==> config.mk <==
export PLATFORM = sky130hd
export DESIGN_NAME = one_wire_bus_master
export DESIGN_NICKNAME = d
export VERILOG_FILES = /design/src/design/owbm_pkg.sv /design/src/design/owbm_in_reg.sv /design/src/design/owbm_engine.sv /design/src/design/owbm_out_reg.sv /design/src/design/one_wire_bus_master.sv
export VERILOG_INCLUDE_DIRS = /design/src /design/src/design
export SDC_FILE = /design/constraint.sdc
export NUM_CORES = 1
export LEC_CHECK = 0
export BUFFER_PORTS_ARGS = -buffer_cell sky130_fd_sc_hd__buf_2
export CAP_MARGIN = 0
export CORE_ASPECT_RATIO = 1.2
export CORE_MARGIN = 2
export CORE_UTILIZATION = 55
export DETAILED_ROUTE_END_ITERATION = 12
export PLACE_DENSITY = 0.76
export REMOVE_ABC_BUFFERS = 1
export SYNTH_ARGS = -nofsm -noshare
export SYNTH_HDL_FRONTEND = slang
export SYNTH_HIERARCHICAL = 1
export SYNTH_SLANG_ARGS = --single-unit
==> constraint.sdc <==
create_clock -name i_clk -period 6.6 [get_ports i_clk]
set_clock_uncertainty 0.05 [all_clocks]
set_input_delay 0.33 -clock i_clk [delete_from_list [all_inputs] [get_ports i_clk]]
set_output_delay 0.33 -clock i_clk [all_outputs]
set_load 0.01 [all_outputs]
==> src/design/one_wire_bus_master_defines.svh <==
// assertion macros for the one-wire bus master
`ifndef ONE_WIRE_BUS_MASTER_DEFINES_SVH
`define ONE_WIRE_BUS_MASTER_DEFINES_SVH

`ifndef SYNTHESIS

// same-cycle implication, sampled on i_clk, off during reset
`define OWBM_ASSERT_IMP(label, ante, cons) \
    label: assert property (@(posedge i_clk) disable iff (!i_rst_n) (ante) |-> (cons)) \
        else $error("one_wire_bus_master: assertion failed");

// next-cycle implication, sampled on i_clk, off during reset
`define OWBM_ASSERT_NEXT(label, ante, cons) \
    label: assert property (@(posedge i_clk) disable iff (!i_rst_n) (ante) |=> (cons)) \
        else $error("one_wire_bus_master: assertion failed");

`else

`define OWBM_ASSERT_IMP(label, ante, cons)
`define OWBM_ASSERT_NEXT(label, ante, cons)

`endif

`endif

==> src/design/owbm_pkg.sv <==
package owbm_pkg;

    localparam int US_W        = 10;
    localparam int IN_TDATA_W  = 16;
    localparam int OUT_TDATA_W = 16;

    typedef enum logic [1:0] {
        KIND_IDLE  = 2'd0,
        KIND_RESET = 2'd1,
        KIND_WRITE = 2'd2,
        KIND_READ  = 2'd3
    } t_kind;

    // slot timing in microseconds, counted from the start of the slot
    localparam logic [US_W-1:0] RST_LOW_US    = 10'd480;
    localparam logic [US_W-1:0] RST_SAMPLE_US = 10'd550;
    localparam logic [US_W-1:0] RST_END_US    = 10'd960;
    localparam logic [US_W-1:0] W1_LOW_US     = 10'd5;
    localparam logic [US_W-1:0] W1_END_US     = 10'd60;
    localparam logic [US_W-1:0] W0_LOW_US     = 10'd60;
    localparam logic [US_W-1:0] W0_END_US     = 10'd65;
    localparam logic [US_W-1:0] RD_LOW_US     = 10'd2;
    localparam logic [US_W-1:0] RD_SAMPLE_US  = 10'd12;
    localparam logic [US_W-1:0] RD_END_US     = 10'd62;
    localparam logic [2:0]      LAST_BIT      = 3'd7;

    typedef struct packed {
        logic [1:0] op;
        logic [7:0] byte_to_send;
        logic       line_level;
    } t_item;

    typedef struct packed {
        logic       line_low;
        logic       busy_res;
        logic       done_res;
        logic       presence;
        logic [7:0] received_byte;
        logic       rejected;
    } t_result;

    function automatic logic [OUT_TDATA_W-1:0] pack_result(input t_result r);
        logic [OUT_TDATA_W-1:0] d;
        d        = '0;
        d[0]     = r.line_low;
        d[1]     = r.busy_res;
        d[2]     = r.done_res;
        d[3]     = r.presence;
        d[11:4]  = r.received_byte;
        d[12]    = r.rejected;
        return d;
    endfunction

endpackage

==> src/design/owbm_in_reg.sv <==
module owbm_in_reg (
    input  logic                                i_clk,
    input  logic                                i_rst_n,
    input  logic                                i_load,
    input  logic                                i_adv,
    input  logic [1:0]                          i_op,
    input  logic [owbm_pkg::IN_TDATA_W-1:0]     i_data,
    output logic                                o_valid,
    output owbm_pkg::t_item                     o_item
);

    logic            r_valid;
    owbm_pkg::t_item r_item;

    always_ff @(posedge i_clk) begin
        if (!i_rst_n) begin
            r_valid <= 1'b0;
        end else if (i_load) begin
            r_valid <= 1'b1;
        end else if (i_adv) begin
            r_valid <= 1'b0;
        end
    end

    always_ff @(posedge i_clk) begin
        if (i_load) begin
            r_item.op           <= i_op;
            r_item.byte_to_send <= i_data[7:0];
            r_item.line_level   <= i_data[8];
        end
    end

    assign o_valid = r_valid;
    assign o_item  = r_item;

endmodule

==> src/design/owbm_engine.sv <==
module owbm_engine (
    input  logic                i_clk,
    input  logic                i_rst_n,
    input  logic                i_cfg_we,
    input  logic [7:0]          i_cfg_data,
    input  logic                i_fire,
    input  owbm_pkg::t_item     i_item,
    output owbm_pkg::t_result   o_result
);

    owbm_pkg::t_kind             r_kind, n_kind;
    logic [owbm_pkg::US_W-1:0]   r_us, n_us;
    logic [7:0]                  r_pre, n_pre;
    logic [2:0]                  r_bit, n_bit;
    logic [7:0]                  r_shift, n_shift;
    logic                        r_pres, n_pres;
    logic                        r_drive, n_drive;
    logic [7:0]                  r_last, n_last;
    logic [7:0]                  r_tpu;

    owbm_pkg::t_kind             w_op;
    logic [owbm_pkg::US_W-1:0]   w_t;
    logic [8:0]                  w_pre_inc;
    logic                        w_bit;
    logic                        w_slot_end;
    logic                        w_done;
    logic                        w_rej;

    assign w_op      = owbm_pkg::t_kind'(i_item.op);
    assign w_t       = r_us + 10'd1;
    assign w_pre_inc = {1'b0, r_pre} + 9'd1;
    assign w_bit     = r_shift[r_bit];

    always_comb begin
        n_kind     = r_kind;
        n_us       = r_us;
        n_pre      = r_pre;
        n_bit      = r_bit;
        n_shift    = r_shift;
        n_pres     = r_pres;
        n_drive    = r_drive;
        n_last     = r_last;
        w_slot_end = 1'b0;
        w_done     = 1'b0;
        w_rej      = 1'b0;
        if (w_op != owbm_pkg::KIND_IDLE) begin
            if (r_kind != owbm_pkg::KIND_IDLE) begin
                w_rej = 1'b1;
            end else begin
                n_kind  = w_op;
                n_us    = '0;
                n_pre   = '0;
                n_bit   = '0;
                n_shift = (w_op == owbm_pkg::KIND_WRITE) ? i_item.byte_to_send : 8'd0;
                n_drive = 1'b1;
            end
        end else if (r_kind != owbm_pkg::KIND_IDLE) begin
            // a zero divisor behaves as one: the compare always passes
            if (w_pre_inc >= {1'b0, r_tpu}) begin
                n_pre = '0;
                n_us  = w_t;
                unique case (r_kind)
                    owbm_pkg::KIND_RESET: begin
                        if (w_t >= owbm_pkg::RST_LOW_US) n_drive = 1'b0;
                        if (w_t == owbm_pkg::RST_SAMPLE_US) n_pres = ~i_item.line_level;
                        if (w_t >= owbm_pkg::RST_END_US) begin
                            n_kind  = owbm_pkg::KIND_IDLE;
                            n_drive = 1'b0;
                            w_done  = 1'b1;
                        end
                    end
                    owbm_pkg::KIND_WRITE: begin
                        if (w_t >= (w_bit ? owbm_pkg::W1_LOW_US : owbm_pkg::W0_LOW_US)) begin
                            n_drive = 1'b0;
                        end
                        if (w_t >= (w_bit ? owbm_pkg::W1_END_US : owbm_pkg::W0_END_US)) begin
                            w_slot_end = 1'b1;
                        end
                    end
                    owbm_pkg::KIND_READ: begin
                        if (w_t >= owbm_pkg::RD_LOW_US) n_drive = 1'b0;
                        if (w_t == owbm_pkg::RD_SAMPLE_US && i_item.line_level) begin
                            n_shift[r_bit] = 1'b1;
                        end
                        if (w_t >= owbm_pkg::RD_END_US) begin
                            if (r_bit == owbm_pkg::LAST_BIT) n_last = n_shift;
                            w_slot_end = 1'b1;
                        end
                    end
                    default: begin
                    end
                endcase
                if (w_slot_end) begin
                    if (r_bit == owbm_pkg::LAST_BIT) begin
                        n_kind  = owbm_pkg::KIND_IDLE;
                        n_drive = 1'b0;
                        w_done  = 1'b1;
                    end else begin
                        n_bit   = r_bit + 3'd1;
                        n_us    = '0;
                        n_drive = 1'b1;
                    end
                end
            end else begin
                n_pre = w_pre_inc[7:0];
            end
        end
        if (n_kind == owbm_pkg::KIND_IDLE) n_pre = '0;
    end

    always_comb begin
        o_result.line_low      = n_drive;
        o_result.busy_res      = (n_kind != owbm_pkg::KIND_IDLE);
        o_result.done_res      = w_done;
        o_result.presence      = n_pres;
        o_result.received_byte = n_last;
        o_result.rejected      = w_rej;
    end

    always_ff @(posedge i_clk) begin
        if (!i_rst_n) begin
            r_tpu <= 8'd1;
        end else if (i_cfg_we) begin
            r_tpu <= i_cfg_data;
        end
    end

    always_ff @(posedge i_clk) begin
        if (!i_rst_n) begin
            r_kind  <= owbm_pkg::KIND_IDLE;
            r_us    <= '0;
            r_pre   <= '0;
            r_bit   <= '0;
            r_shift <= '0;
            r_pres  <= 1'b0;
            r_drive <= 1'b0;
            r_last  <= '0;
        end else if (i_fire) begin
            r_kind  <= n_kind;
            r_us    <= n_us;
            r_pre   <= n_pre;
            r_bit   <= n_bit;
            r_shift <= n_shift;
            r_pres  <= n_pres;
            r_drive <= n_drive;
            r_last  <= n_last;
        end
    end

endmodule

==> src/design/owbm_out_reg.sv <==
module owbm_out_reg (
    input  logic                                i_clk,
    input  logic                                i_rst_n,
    input  logic                                i_load,
    input  owbm_pkg::t_result                   i_result,
    input  logic                                i_ready,
    output logic                                o_valid,
    output logic [owbm_pkg::OUT_TDATA_W-1:0]    o_data
);

    logic                             r_valid;
    logic [owbm_pkg::OUT_TDATA_W-1:0] r_data;

    always_ff @(posedge i_clk) begin
        if (!i_rst_n) begin
            r_valid <= 1'b0;
        end else if (i_load) begin
            r_valid <= 1'b1;
        end else if (i_ready) begin
            r_valid <= 1'b0;
        end
    end

    always_ff @(posedge i_clk) begin
        if (i_load) begin
            r_data <= owbm_pkg::pack_result(i_result);
        end
    end

    assign o_valid = r_valid;
    assign o_data  = r_data;

endmodule

==> src/design/one_wire_bus_master.sv <==
// One-wire bus master timing engine. Each input word is a tick (carrying the
// sampled line level) or a command: bus reset, write byte or read byte, bits
// LSB first. Ticks are divided by ticks_per_us into microseconds that step the
// slot timing; every word yields exactly one result word with the line drive,
// busy, done, presence, last read byte and a rejected flag for a command that
// arrives while busy. A word passes an input register, the step logic and an
// output register, and one word is accepted every cycle as long as the result
// side keeps taking words.
// The configuration port is always ready; write it only while idle.
`include "one_wire_bus_master_defines.svh"

module one_wire_bus_master (
    input  logic                                i_clk,
    input  logic                                i_rst_n,
    input  logic                                i_cfg_valid,
    output logic                                o_cfg_ready,
    input  logic [7:0]                          i_cfg_data,   // ticks_per_us
    input  logic                                s_axis_tvalid,
    output logic                                s_axis_tready,
    input  logic [owbm_pkg::IN_TDATA_W-1:0]     s_axis_tdata, // byte_to_send, line_level
    input  logic [1:0]                          s_axis_tuser, // op
    output logic                                m_axis_tvalid,
    input  logic                                m_axis_tready,
    // line_low, busy_res, done_res, presence, received_byte, rejected
    output logic [owbm_pkg::OUT_TDATA_W-1:0]    m_axis_tdata
);

    logic              w_in_valid;
    owbm_pkg::t_item   w_item;
    owbm_pkg::t_result w_result;
    logic              w_fire;
    logic              w_load;

    assign o_cfg_ready   = 1'b1;
    assign w_fire        = w_in_valid && (!m_axis_tvalid || m_axis_tready);
    assign s_axis_tready = !w_in_valid || w_fire;
    assign w_load        = s_axis_tvalid && s_axis_tready;

    owbm_in_reg u_in_reg (
        .i_clk   (i_clk),
        .i_rst_n (i_rst_n),
        .i_load  (w_load),
        .i_adv   (w_fire),
        .i_op    (s_axis_tuser),
        .i_data  (s_axis_tdata),
        .o_valid (w_in_valid),
        .o_item  (w_item)
    );

    owbm_engine u_engine (
        .i_clk      (i_clk),
        .i_rst_n    (i_rst_n),
        .i_cfg_we   (i_cfg_valid && o_cfg_ready),
        .i_cfg_data (i_cfg_data),
        .i_fire     (w_fire),
        .i_item     (w_item),
        .o_result   (w_result)
    );

    owbm_out_reg u_out_reg (
        .i_clk    (i_clk),
        .i_rst_n  (i_rst_n),
        .i_load   (w_fire),
        .i_result (w_result),
        .i_ready  (m_axis_tready),
        .o_valid  (m_axis_tvalid),
        .o_data   (m_axis_tdata)
    );

    // a finishing word always leaves the line released and the engine idle
    `OWBM_ASSERT_IMP(a_done_idle, w_fire && w_result.done_res, !w_result.busy_res && !w_result.line_low)
    // a command is only refused while an operation runs
    `OWBM_ASSERT_IMP(a_rej_busy, w_fire && w_result.rejected, w_result.busy_res)
    // the line is never pulled low while idle
    `OWBM_ASSERT_IMP(a_low_busy, w_fire && w_result.line_low, w_result.busy_res)
    // every processed word shows up at the output in the following cycle
    `OWBM_ASSERT_NEXT(a_fire_out, w_fire, m_axis_tvalid)

endmodule

* Word level (Yosys, flattened, before mapping) *
Cells that the tools add are included.

word-level totals
  register bits = 75
  output and inout port bits = 19
  bits in writable memories = 0
  input bits = 31
  word-level logic and storage cells = 142
  latch bits = 0
  memory bits (read-only) = 0
  memories = 0

operators by class
  reduce and logical (&&, ||, !) cells = 24
  eq/ne operators = 10
  shifts and indexed selects = 0
  bitwise gates (word level) = 4
  divide/modulo/power cells = 0
  multipliers = 0
  $add $sub $neg = 3
  magnitude comparators = 9
  mux-type cells = 75

operators with widths
  operator                 count
  $mux W8                  18
  $mux W10                 6
  $mux W1                  31
  $ge A10 B10 Y1           2
  $mux W3                  6
  $reduce_bool A2 Y1       9
  $mux W2                  8
  $add A10 B1 Y10 const B  1
  $eq A10 B10 Y1 const B   1
  $eq A10 B4 Y1 const B    1
  $ge A10 B10 Y1 const B   1
  $ge A10 B2 Y1 const B    1
  $ge A10 B6 Y1 const B    1
  $ge A10 B9 Y1 const B    1
  $add A8 B1 Y9 const B    1
  $ge A9 B8 Y1             1
  $or A8 B8 Y8             1
  $mux W7                  1
  $eq A2 B2 Y1 const B     3
  $mux W6                  1
  $reduce_and A6 Y1        1
  $reduce_and A5 Y1        1
  $logic_and A1 B1 Y1      4
  $lt A3 B4 Y1 const B     1
  19 further kinds         23

* Longest topological paths before layout *
Gate-level depths: netlist of run 1.

  depth in word-level cells = 16
  gate-level depth with buffers = 14
  mapped depth without buffers = 13

* Hierarchy *
The synthesis of run 1 kept the hierarchy.

modules (own cells, without submodules)
  module               area an instance (um^2)  times used  seq. area each (um^2)  cells an instance
  owbm_engine          3572.2                   1           980.9                  440
  owbm_out_reg         457.9                    1           410.4                  20
  owbm_in_reg          371.6                    1           350.3                  14
  one_wire_bus_master  48.8                     1           0.0                    6

* Worst setup path before layout of run 1 *
Ideal clock, no wire load.

  kind = register -> register
  from = reg u_in_reg.r_valid (netlist: u_in_reg/o_valid)
  to = reg u_engine.r_shift[6]
  clock period less this slack = 3.054 ns
  setup slack = 3.546 ns
  stages on the path, launching flop included = 8
  path buffers = 1
  library setup time = 0.070 ns
  data arrival time = 2.934 ns
  required time = 6.480 ns
  cells stage by stage = dfxtp_1 -> a21boi_0 -> and3_1 -> nand2_1 -> a21oi_1 -> clkbuf_1 -> o21ai_0 -> a21oi_1

on the way
  cells in the longest elaborated chain, start to end = 2

RTL lines
  item                                line                       source
  start: declaration                  owbm_in_reg.sv:12          logic r_valid;
  start signal: assignment            owbm_in_reg.sv:17          r_valid <= 1'b0;
  start signal: assignment            owbm_in_reg.sv:19          r_valid <= 1'b1;
  start signal: assignment            owbm_in_reg.sv:21          r_valid <= 1'b0;
  $logic_and A1 B1 Y1                 one_wire_bus_master.sv:35  assign w_fire = w_in_valid && (!m_axis_tvalid || m_axis_tready);
  via w_fire                          one_wire_bus_master.sv:31  logic w_fire;
  $reduce_and A5 Y1 (no source line)  n/a
  end signal: assignment              owbm_engine.sv:143         r_shift <= n_shift;
  end: declaration                    owbm_engine.sv:15          logic [7:0] r_shift, n_shift;

The timed path passes the listed nets, and every way through them passes these cells.
A chain may end at the register's enable or synchronous reset.

* Worst setup path after layout of run 1 *
  from = reg u_engine/r_us[0] (netlist bit)
  to = reg u_engine.r_drive

on the way
  cells in the longest elaborated chain, start to end = 11
  elaborated cells between the ends (all ways) = 22
  classes of those cells = add/sub: 1; order compare: 6; mux: 15

RTL lines
  item                                             line                                  source
  start: declaration                               owbm_engine.sv:12                     logic [owbm_pkg::US_W-1:0] r_us, n_us;
  start signal: assignment                         owbm_engine.sv:140                    r_us <= n_us;
  $add A10 B1 Y10 (*)                              owbm_engine.sv:30                     assign w_t = r_us + 10'd1;
  $ge A10 B6 Y1 or $ge A10 B10 Y1 (tied branches)  owbm_engine.sv:85, owbm_engine.sv:76
  $mux W1, on equally long branches                owbm_engine.sv:85, owbm_engine.sv:76
  $pmux W1 S2                                      owbm_engine.sv:62                     unique case (r_kind)
  $mux W1                                          owbm_engine.sv:59                     if (w_pre_inc >= {1'b0, r_tpu}) begin
  $mux W1                                          owbm_engine.sv:57                     end else if (r_kind != owbm_pkg::KIND_IDLE) begin
  $mux W1                                          owbm_engine.sv:46                     if (w_op != owbm_pkg::KIND_IDLE) begin
  $mux W1 (*)                                      owbm_engine.sv:93                     if (w_slot_end) begin
  $mux W1 (*)                                      owbm_engine.sv:59
  $mux W1 (*)                                      owbm_engine.sv:57
  $mux W1 (*)                                      owbm_engine.sv:46
  end signal: assignment                           owbm_engine.sv:145                    r_drive <= n_drive;
  end: declaration                                 owbm_engine.sv:17                     logic r_drive, n_drive;

Mark *: on every way between the ends. The rest lies on a longest branch, timed or not. The select of a mux whose other input is x is not followed.

==> results by group, run 1 <==
Run status
  – Status: completed

STA
  – Hold_ws: around 0.084 ns
  – RSZ-0062 raised after global routing: no
  – Period minus WS final: 4.24 ns
  – Period utilisation layout: approximately 64%
  – Final max-slew violation count: 0
  – Rel. slew slack: 24.4%
  – Setup ws final: between 2 and 2.5 ns
  – Final setup violation count: 0
  – TNS Setup: 0 ns
  – Final hold vios: 0
  – Worst-margin pin slew: 1.13 ns
  – Maximum clock rate: 236 MHz

Place
  – Place WS: 2.50 ns
  – Final HPWL DP: slightly below 7000 µm
  – I/O Buffers: 38
  – RD Place Congestion: between 0.8 and 0.9

Logic synthesis
  – Yosys warns: 6
  – Top FF cell, synth: dfxtp_1
  – Synthesis-stage register bit count: between 70 and 80
  – Post-synth EDFFs: 24
  – Synth Area per Inst: ~9 µm²
  – Sequential area share after synthesis: roughly two fifths
  – Post-Synth XOR/XNOR Area: between 2 and 3%
  – Syn Std Cell Area: 4450 µm²
  – Largest family of logic cells by synthesized area: simple AND/OR/NAND/NOR gates
  – Post-synth ARST share: 0%
  – Post-synthesis simple-gate area fraction: between 10% and 20%
  – Compound-cell area share of the yosys netlist: 18.7%
  – Post-Synth Adder-Cell Area: slightly above 6%
  – Netlist cell types: 73
  – Cells after Synth: between 400 and 500
  – Mux contribution to synthesized area: between 7 and 8%

Route
  – Routed len/inst: roughly 17 µm
  – Total number of vias: about 3.6k
  – Post-Route WL: around 10000 µm
  – DRT Pass-1 Iters: 5
  – Starting DRT DRC Count: 256
  – Vias per cell: ~6.1
  – DRC: 0
  – Post-detailed-route count of antenna-violating nets: 0

Floorplanning
  – Initial core utilization: approximately 57%
  – Io pins: 50
  – Die extent in x: between 80 and 90 µm
  – Die Area: 8830 µm²
  – Core ar.: just under 8000 µm²
  – FP Rows: 35
  – Die height: 103 µm

Finish
  – N_diodes: 0
  – Most common cell after layout, fill and taps aside: dfxtp_1
  – Area delta synth->final: 7.11%
  – Final nets: approximately 550
  – Share of layout cells above drive strength 1: between 10% and 20%
  – Commonest non-fill, non-tap cells in the layout: 51 x dfxtp_1, 38 x buf_2, 37 x nor2_1, 33 x a21oi_1, 32 x nand2_1
  – Final core occ: 61.5%

Run
  – Max Cap Viol: 0

Worst setup path
  – Worst R2R Path Depth: 10
  – Crit Path Category: reg -> reg
  – CP Cell Sequence: ha_1, xor2_2, ha_1, nor4bb_1, nor2_1, o22ai_1, a311oi_1, a211oi_2, nor2_1, o31a_1
  – Critical path data arrival time: between 4 and 5 ns
  – RR Endpoint: u_engine/r_drive
  – CP Capture Type: flop
  – Critical-path top delay cell: a211oi_2
  – WP data required: 6.81 ns
  – CP Max Fanout: 18
  – Reg2Reg Setup Slack: 2.36 ns
  – Crit-path max cell delay: about 0.8 ns
  – Crit start category: flop
  – Reg2Reg Launch Point: u_engine/r_us[0]

Global routing
  – Global-route total usage across every layer: around a quarter
  – First-pass GRT wire length: approximately 17,000 µm
  – Antenna violations before repair: 0
  – Largest net degree at the start of global routing: 31
  – Global route overflow: 0
  – Vias in the first global route: 3,491

Power and ir drop
  – Tot Pwr: between 0.9 and 1 mW
  – Worst VDD drop: roughly 0.17 mV
  – PwrDens: between 200 and 250 nW/µm²
  – Pleak: 1.97 nW

Clock tree
  – CTS tree: yes
  – Post-CTS Hold Buffers: 0
  – Clk buf depth: 2
  – Htree depth: 3
  – Root buf cell: clkbuf_8
  – CTS Sinks: between 70 and 80
  – Clock transition at the registers of the reported paths: about 0.09 ns
  – Clk_lat worst skew: approximately 0.36 ns
  – Setup Buffers After CTS: 0
  – Resize count post-CTS: 0
  – Cts bufs inserted: 9

Min path
  – Hold Startpoint: s_axis_tdata[3]
  – HP Class: in -> reg
  – Endpoint, Worst Hold: u_in_reg/o_item[4]
  – Worst Hold Path Cells: 1
-- worst max-delay path by stage --
stage	from	end	slack, ns	cells after the start
after floorplan	u_in_reg/o_valid	u_engine/r_shift[0]	2.63	6
after global placement	u_engine/r_bit[1]	u_engine/r_drive	2.64	10
after detailed placement	u_engine/r_us[0]	u_engine/r_drive	2.50	10
after CTS	u_engine/r_us[0]	u_engine/r_drive	2.47	10
after global routing	u_engine/r_us[0]	u_engine/r_drive	2.13	10
final	u_engine/r_us[0]	u_engine/r_drive	2.36	10
-- sequential cells by signal, indices dropped and copies added (netlist names) --
signal             count
u_engine/r_us         10
u_engine/r_pre         8
u_engine/r_bit         3
u_engine/r_shift       8
u_in_reg/o_item       11
u_engine/r_pres        1
u_engine/r_last        8
u_engine/r_tpu         8
u_engine/r_kind        2
u_engine/r_drive       1
u_out_reg/o_data      13
u_in_reg/o_valid       1
u_out_reg/o_valid      1
-- logic make-up after synthesis --
family	count (synthesis)
simple gates	154
compound gates	125
flops	75
buf+inv	62
mux	29
fa+ha+maj	22
xor+xnor	11
other cells	2
-- power breakdown --
group          internal [mW]  switching [mW]
clock                  0.182           0.193
sequential             0.495          0.0131
combinational         0.0364          0.0628
-- synthesized netlist by cell type (5+ instances only) --
master / instances / share of area (%)
mux2i_1: 19 / 4.3
a21oi_1: 33 / 3.7
nand4_1: 5 / 0.70
a31oi_1: 8 / 1.1
nor2_1: 37 / 3.1
nor2b_1: 6 / 0.84
a21o_1: 6 / 1.0
mux2_2: 7 / 1.8
o21ai_0: 15 / 1.7
a22oi_1: 9 / 1.5
inv_1: 21 / 1.8
and3_1: 6 / 0.84
buf_4: 12 / 2.0
and2_1: 5 / 0.70
nand2_1: 32 / 2.7
nand3_1: 21 / 2.4
a311oi_1: 5 / 0.98
nor3_1: 9 / 1.0
xnor2_1: 5 / 0.98
buf_2: 8 / 0.90
edfxtp_1: 24 / 16
clkbuf_1: 14 / 1.2
dfxtp_1: 51 / 23
o21ai_1: 11 / 1.2
ha_1: 21 / 5.9
-- per-layer routing --
metal | part of all wire, % | vias up | global-route usage (%)
met5 | 0 | - | 0
li1 | - | 1757 | -
met2 | 50 | 121 | 40.7
met4 | 2.1 | 0 | 9.65
met1 | 43 | 1698 | 29.8
met3 | 4.5 | 18 | 4.24
-- critical path: cells and delay by family, from the launching register on --
family	cells	cell delay (ns)
DFF	1	0.78
adders and majority gates	2	0.85
xor gates and xnor gates	1	0.20
AOI/OAI and AO/OA	4	1.58
and+or+nand+nor	3	0.66
-- per-stage QoR --
| stage | cell area (µm²) | instances |
|---|---|---|
| 3_3_place_gp | 4560 | 574 |
| 4_1_cts | 4770 | 590 |
| 5_1_grt | 4770 | 590 |
| 6_report | 4770 | 590 |
| 3_5_place_dp | 4560 | 574 |
| 2_1_floorplan | 4240 | 443 |
-- final cells by class --
type | count | area (µm²)
Sequential cell | 75 | 1740
Multi-Input combinational cell | 345 | 2420
Clock inverter | 7 | 85.1
Clock buffer | 9 | 124
Tap cell | 92 | 115
Fill cell | 659 | 2980
Timing Repair Buffer | 39 | 198
Inverter | 23 | 86.3
Power figures use the tool's default switching activity.
==> inputs of run 2 (changes only) <==
==> constraint.sdc (replaced) <==
create_clock -name i_clk -period 4.44 [get_ports i_clk]
set_clock_uncertainty 0.05 [all_clocks]
set_input_delay 0.222 -clock i_clk [delete_from_list [all_inputs] [get_ports i_clk]]
set_output_delay 0.222 -clock i_clk [all_outputs]
set_load 0.01 [all_outputs]
==> results by group, run 2 (synthesis results as in run 1) <==
Run status
  – Status: completed

Place
  – Final HPWL DP: 6790 µm (+0.11%)
  – Cells after DPL: 578 (+0.70%)
  – Place WS: 0.791 ns (-1.71 ns)
  – Placed inst area: 4590 µm² (+0.66%)
  – I/O Buffers: 38 (unchanged)
  – RD Place Congestion: 0.915 (+4.5%)

Power and ir drop
  – Sw power: 0.397 mW (+48%)
  – Pint: 1.07 mW (+50%)
  – Comb pwr share: 11.1% (+1.0 points)
  – Clock network power share: 37.5% (-0.6 points)
  – Pleak: 2.04 nW (+3.5%)
  – Tot Pwr: 1.47 mW (+49%)
  – PwrDens: 299 nW/µm² (+45%)
  – Sequential power share: 51.5% (-0.3 points)
  – Worst VDD drop: 0.266 mV (+54%)
  – Switching Share: 27.1% (-0.25 points)

Worst setup path
  – Crit-path max cell delay: 0.58 ns (-0.24 ns)
  – Crit start category: flop
  – Critical path data arrival time: 3.97 ns (-0.48 ns)
  – Critical-path top delay cell: mux4_2
  – Most frequent CP cell: nor2_1
  – CP Capture Type: flop
  – Crit Path Category: reg -> reg
  – CP Cell Sequence: mux4_2, mux2i_4, ha_1, nor4bb_1, nor2_1, o22ai_1, a311oi_1, a211oi_2, nor2_1, o31a_1
  – WP data required: 4.64 ns (-2.17 ns)
  – CP Max Fanout: 9 (-9)

Route
  – Post-detailed-route count of antenna-violating nets: 0 (unchanged)
  – Starting DRT DRC Count: 265 (+3.5%)
  – Total number of vias: 3,675 (+2.3%)
  – Vias per cell: 6.07 (-0.28%)
  – DRT Pass-1 Iters: 5 (unchanged)
  – Routed len/inst: 16.4 µm (-1.1%)
  – DRC: 0 (unchanged)
  – Post-Route WL: 9930 µm (+1.4%)

STA
  – RSZ-0062 raised after global routing: no
  – Final setup violation count: 0 (unchanged)
  – Setup ws final: 0.667 ns (-1.69 ns)
  – Worst-margin pin slew: 1.08 ns (-0.0564 ns)
  – Final hold vios: 0 (unchanged)
  – Maximum clock rate: 265 MHz (+12%)
  – Period minus WS final: 3.77 ns (-0.470 ns)
  – Period utilisation layout: 85.0% (+21 points)
  – Final max-slew violation count: 0 (unchanged)
  – Rel. slew slack: 28.2% (+3.8 points)
  – TNS Setup: 0 ns (unchanged)

Finish
  – Commonest non-fill, non-tap cells in the layout: 51 x dfxtp_1, 38 x buf_2, 37 x nor2_1, 33 x a21oi_1, 32 x nand2_1
  – Fillers: 646 (-2.0%)
  – Post-route design area: 4900 µm² (+2.8%)
  – Reg area: 1740 µm² (unchanged)
  – Max FFs per register: 13 (unchanged)
  – Non-filler cells in the finished layout: 605 (+2.5%)
  – N_diodes: 0 (unchanged)
  – Multi-input gate area: 2420 µm² (unchanged)
  – Share of layout cells above drive strength 1: 18.3% (+0.25 points)
  – Final nets: 560 (+2.8%)
  – Area delta synth->final: 10.1%
  – Most common cell after layout, fill and taps aside: dfxtp_1

Clock tree
  – Cts bufs inserted: 9 (unchanged)
  – Clk buf depth: 2 (unchanged)
  – Clock transition at the registers of the reported paths: 0.08 ns (about the same)
  – Clk_lat worst skew: 0.35 ns (about the same)
  – Htree depth: 3 (unchanged)
  – CTS tree: yes
  – CTS Sinks: 75 (unchanged)
  – Root buf cell: clkbuf_8

Floorplanning
  – Core ar.: 7750 µm² (unchanged)
  – Initial core utilization: 57.4% (unchanged)
  – FP Rows: 35 (unchanged)
  – Io pins: 50 (unchanged)
  – Die height: 103 µm (unchanged)
  – Die Area: 8830 µm² (unchanged)
  – Die extent in x: 86.1 µm (unchanged)

Global routing
  – First-pass GRT wire length: 15,900 µm (-4.2%)
  – Vias in the first global route: 3,453 (-1.1%)
  – Global-route total usage across every layer: 22.8% (-0.99 points)
  – Global route overflow: 0 (unchanged)
  – Largest net degree at the start of global routing: 31 (unchanged)
  – Antenna violations before repair: 0 (unchanged)

Run
  – Max Cap Viol: 0 (unchanged)

Min path
  – HP Class: in -> reg
-- run 2: final timing paths --
check	start	to	slack (ns)	cells past startpoint
worst min register to register	u_engine/r_last[6]	u_engine/r_last[6]	0.42	2
worst max register to register	u_engine/r_bit[1]	u_engine/r_drive	0.67	10
worst max-delay path	u_engine/r_bit[1]	u_engine/r_drive	0.67	10
worst min-delay path	i_cfg_data[0]	u_engine/r_tpu[0]	0.03	3
-- run 2: cell type report --
type | count | share of cell area [%]
timing repair buffer | 54 | 6.89
sequential | 75 | 35.5
clock buffer | 9 | 2.53
tap | 92 | 2.35
multi-input combinational | 345 | 49.3
inverter | 23 | 1.76
clock inverter | 7 | 1.63
-- run 2: power groups by stage --
stage / Clock, mW / Sequential (mW) / Combinational [mW]
floorplan: 0 / 0.769 / 0.0938
global placement: 0 / 0.768 / 0.147
detailed placement: 0 / 0.769 / 0.151
CTS: 0.559 / 0.754 / 0.161
global route: 0.584 / 0.757 / 0.177
finish: 0.549 / 0.754 / 0.162
-- run 2: repair_timing --
item,in CTS,in global routing
resized for setup,0,0
setup buffers,0,0
hold buffers,11,0
hold endpoints to repair,11,0
-- run 2: critical path: cells and delay by family, from the launching register on --
kind | cells | cell delay [ns]
multiplexers | 2 | 0.90
adder cells (fa/ha/maj) | 1 | 0.32
AO/OA/AOI/OAI | 4 | 1.28
flip-flops | 1 | 0.53
AND/OR/NAND/NOR | 3 | 0.57
-- run 2: layer usage --
layer  up-vias  routed length (µm)  track usage (%)
li1       1792                   -                -
met1      1749                4340             28.1
met2       119                4980             39.9
met3        15                 438             3.92
met4         0                 167             8.79
met5         -                   0                0
-- run 2: metrics by stage --
stage	hold WS, ns	util, %
finish	0.0297	63.2
global placement	0.349	59.2
floorplan	0.234	-
global route	0.0468	63.2
CTS	0.0206	63.2
detailed placement	0.350	59.2
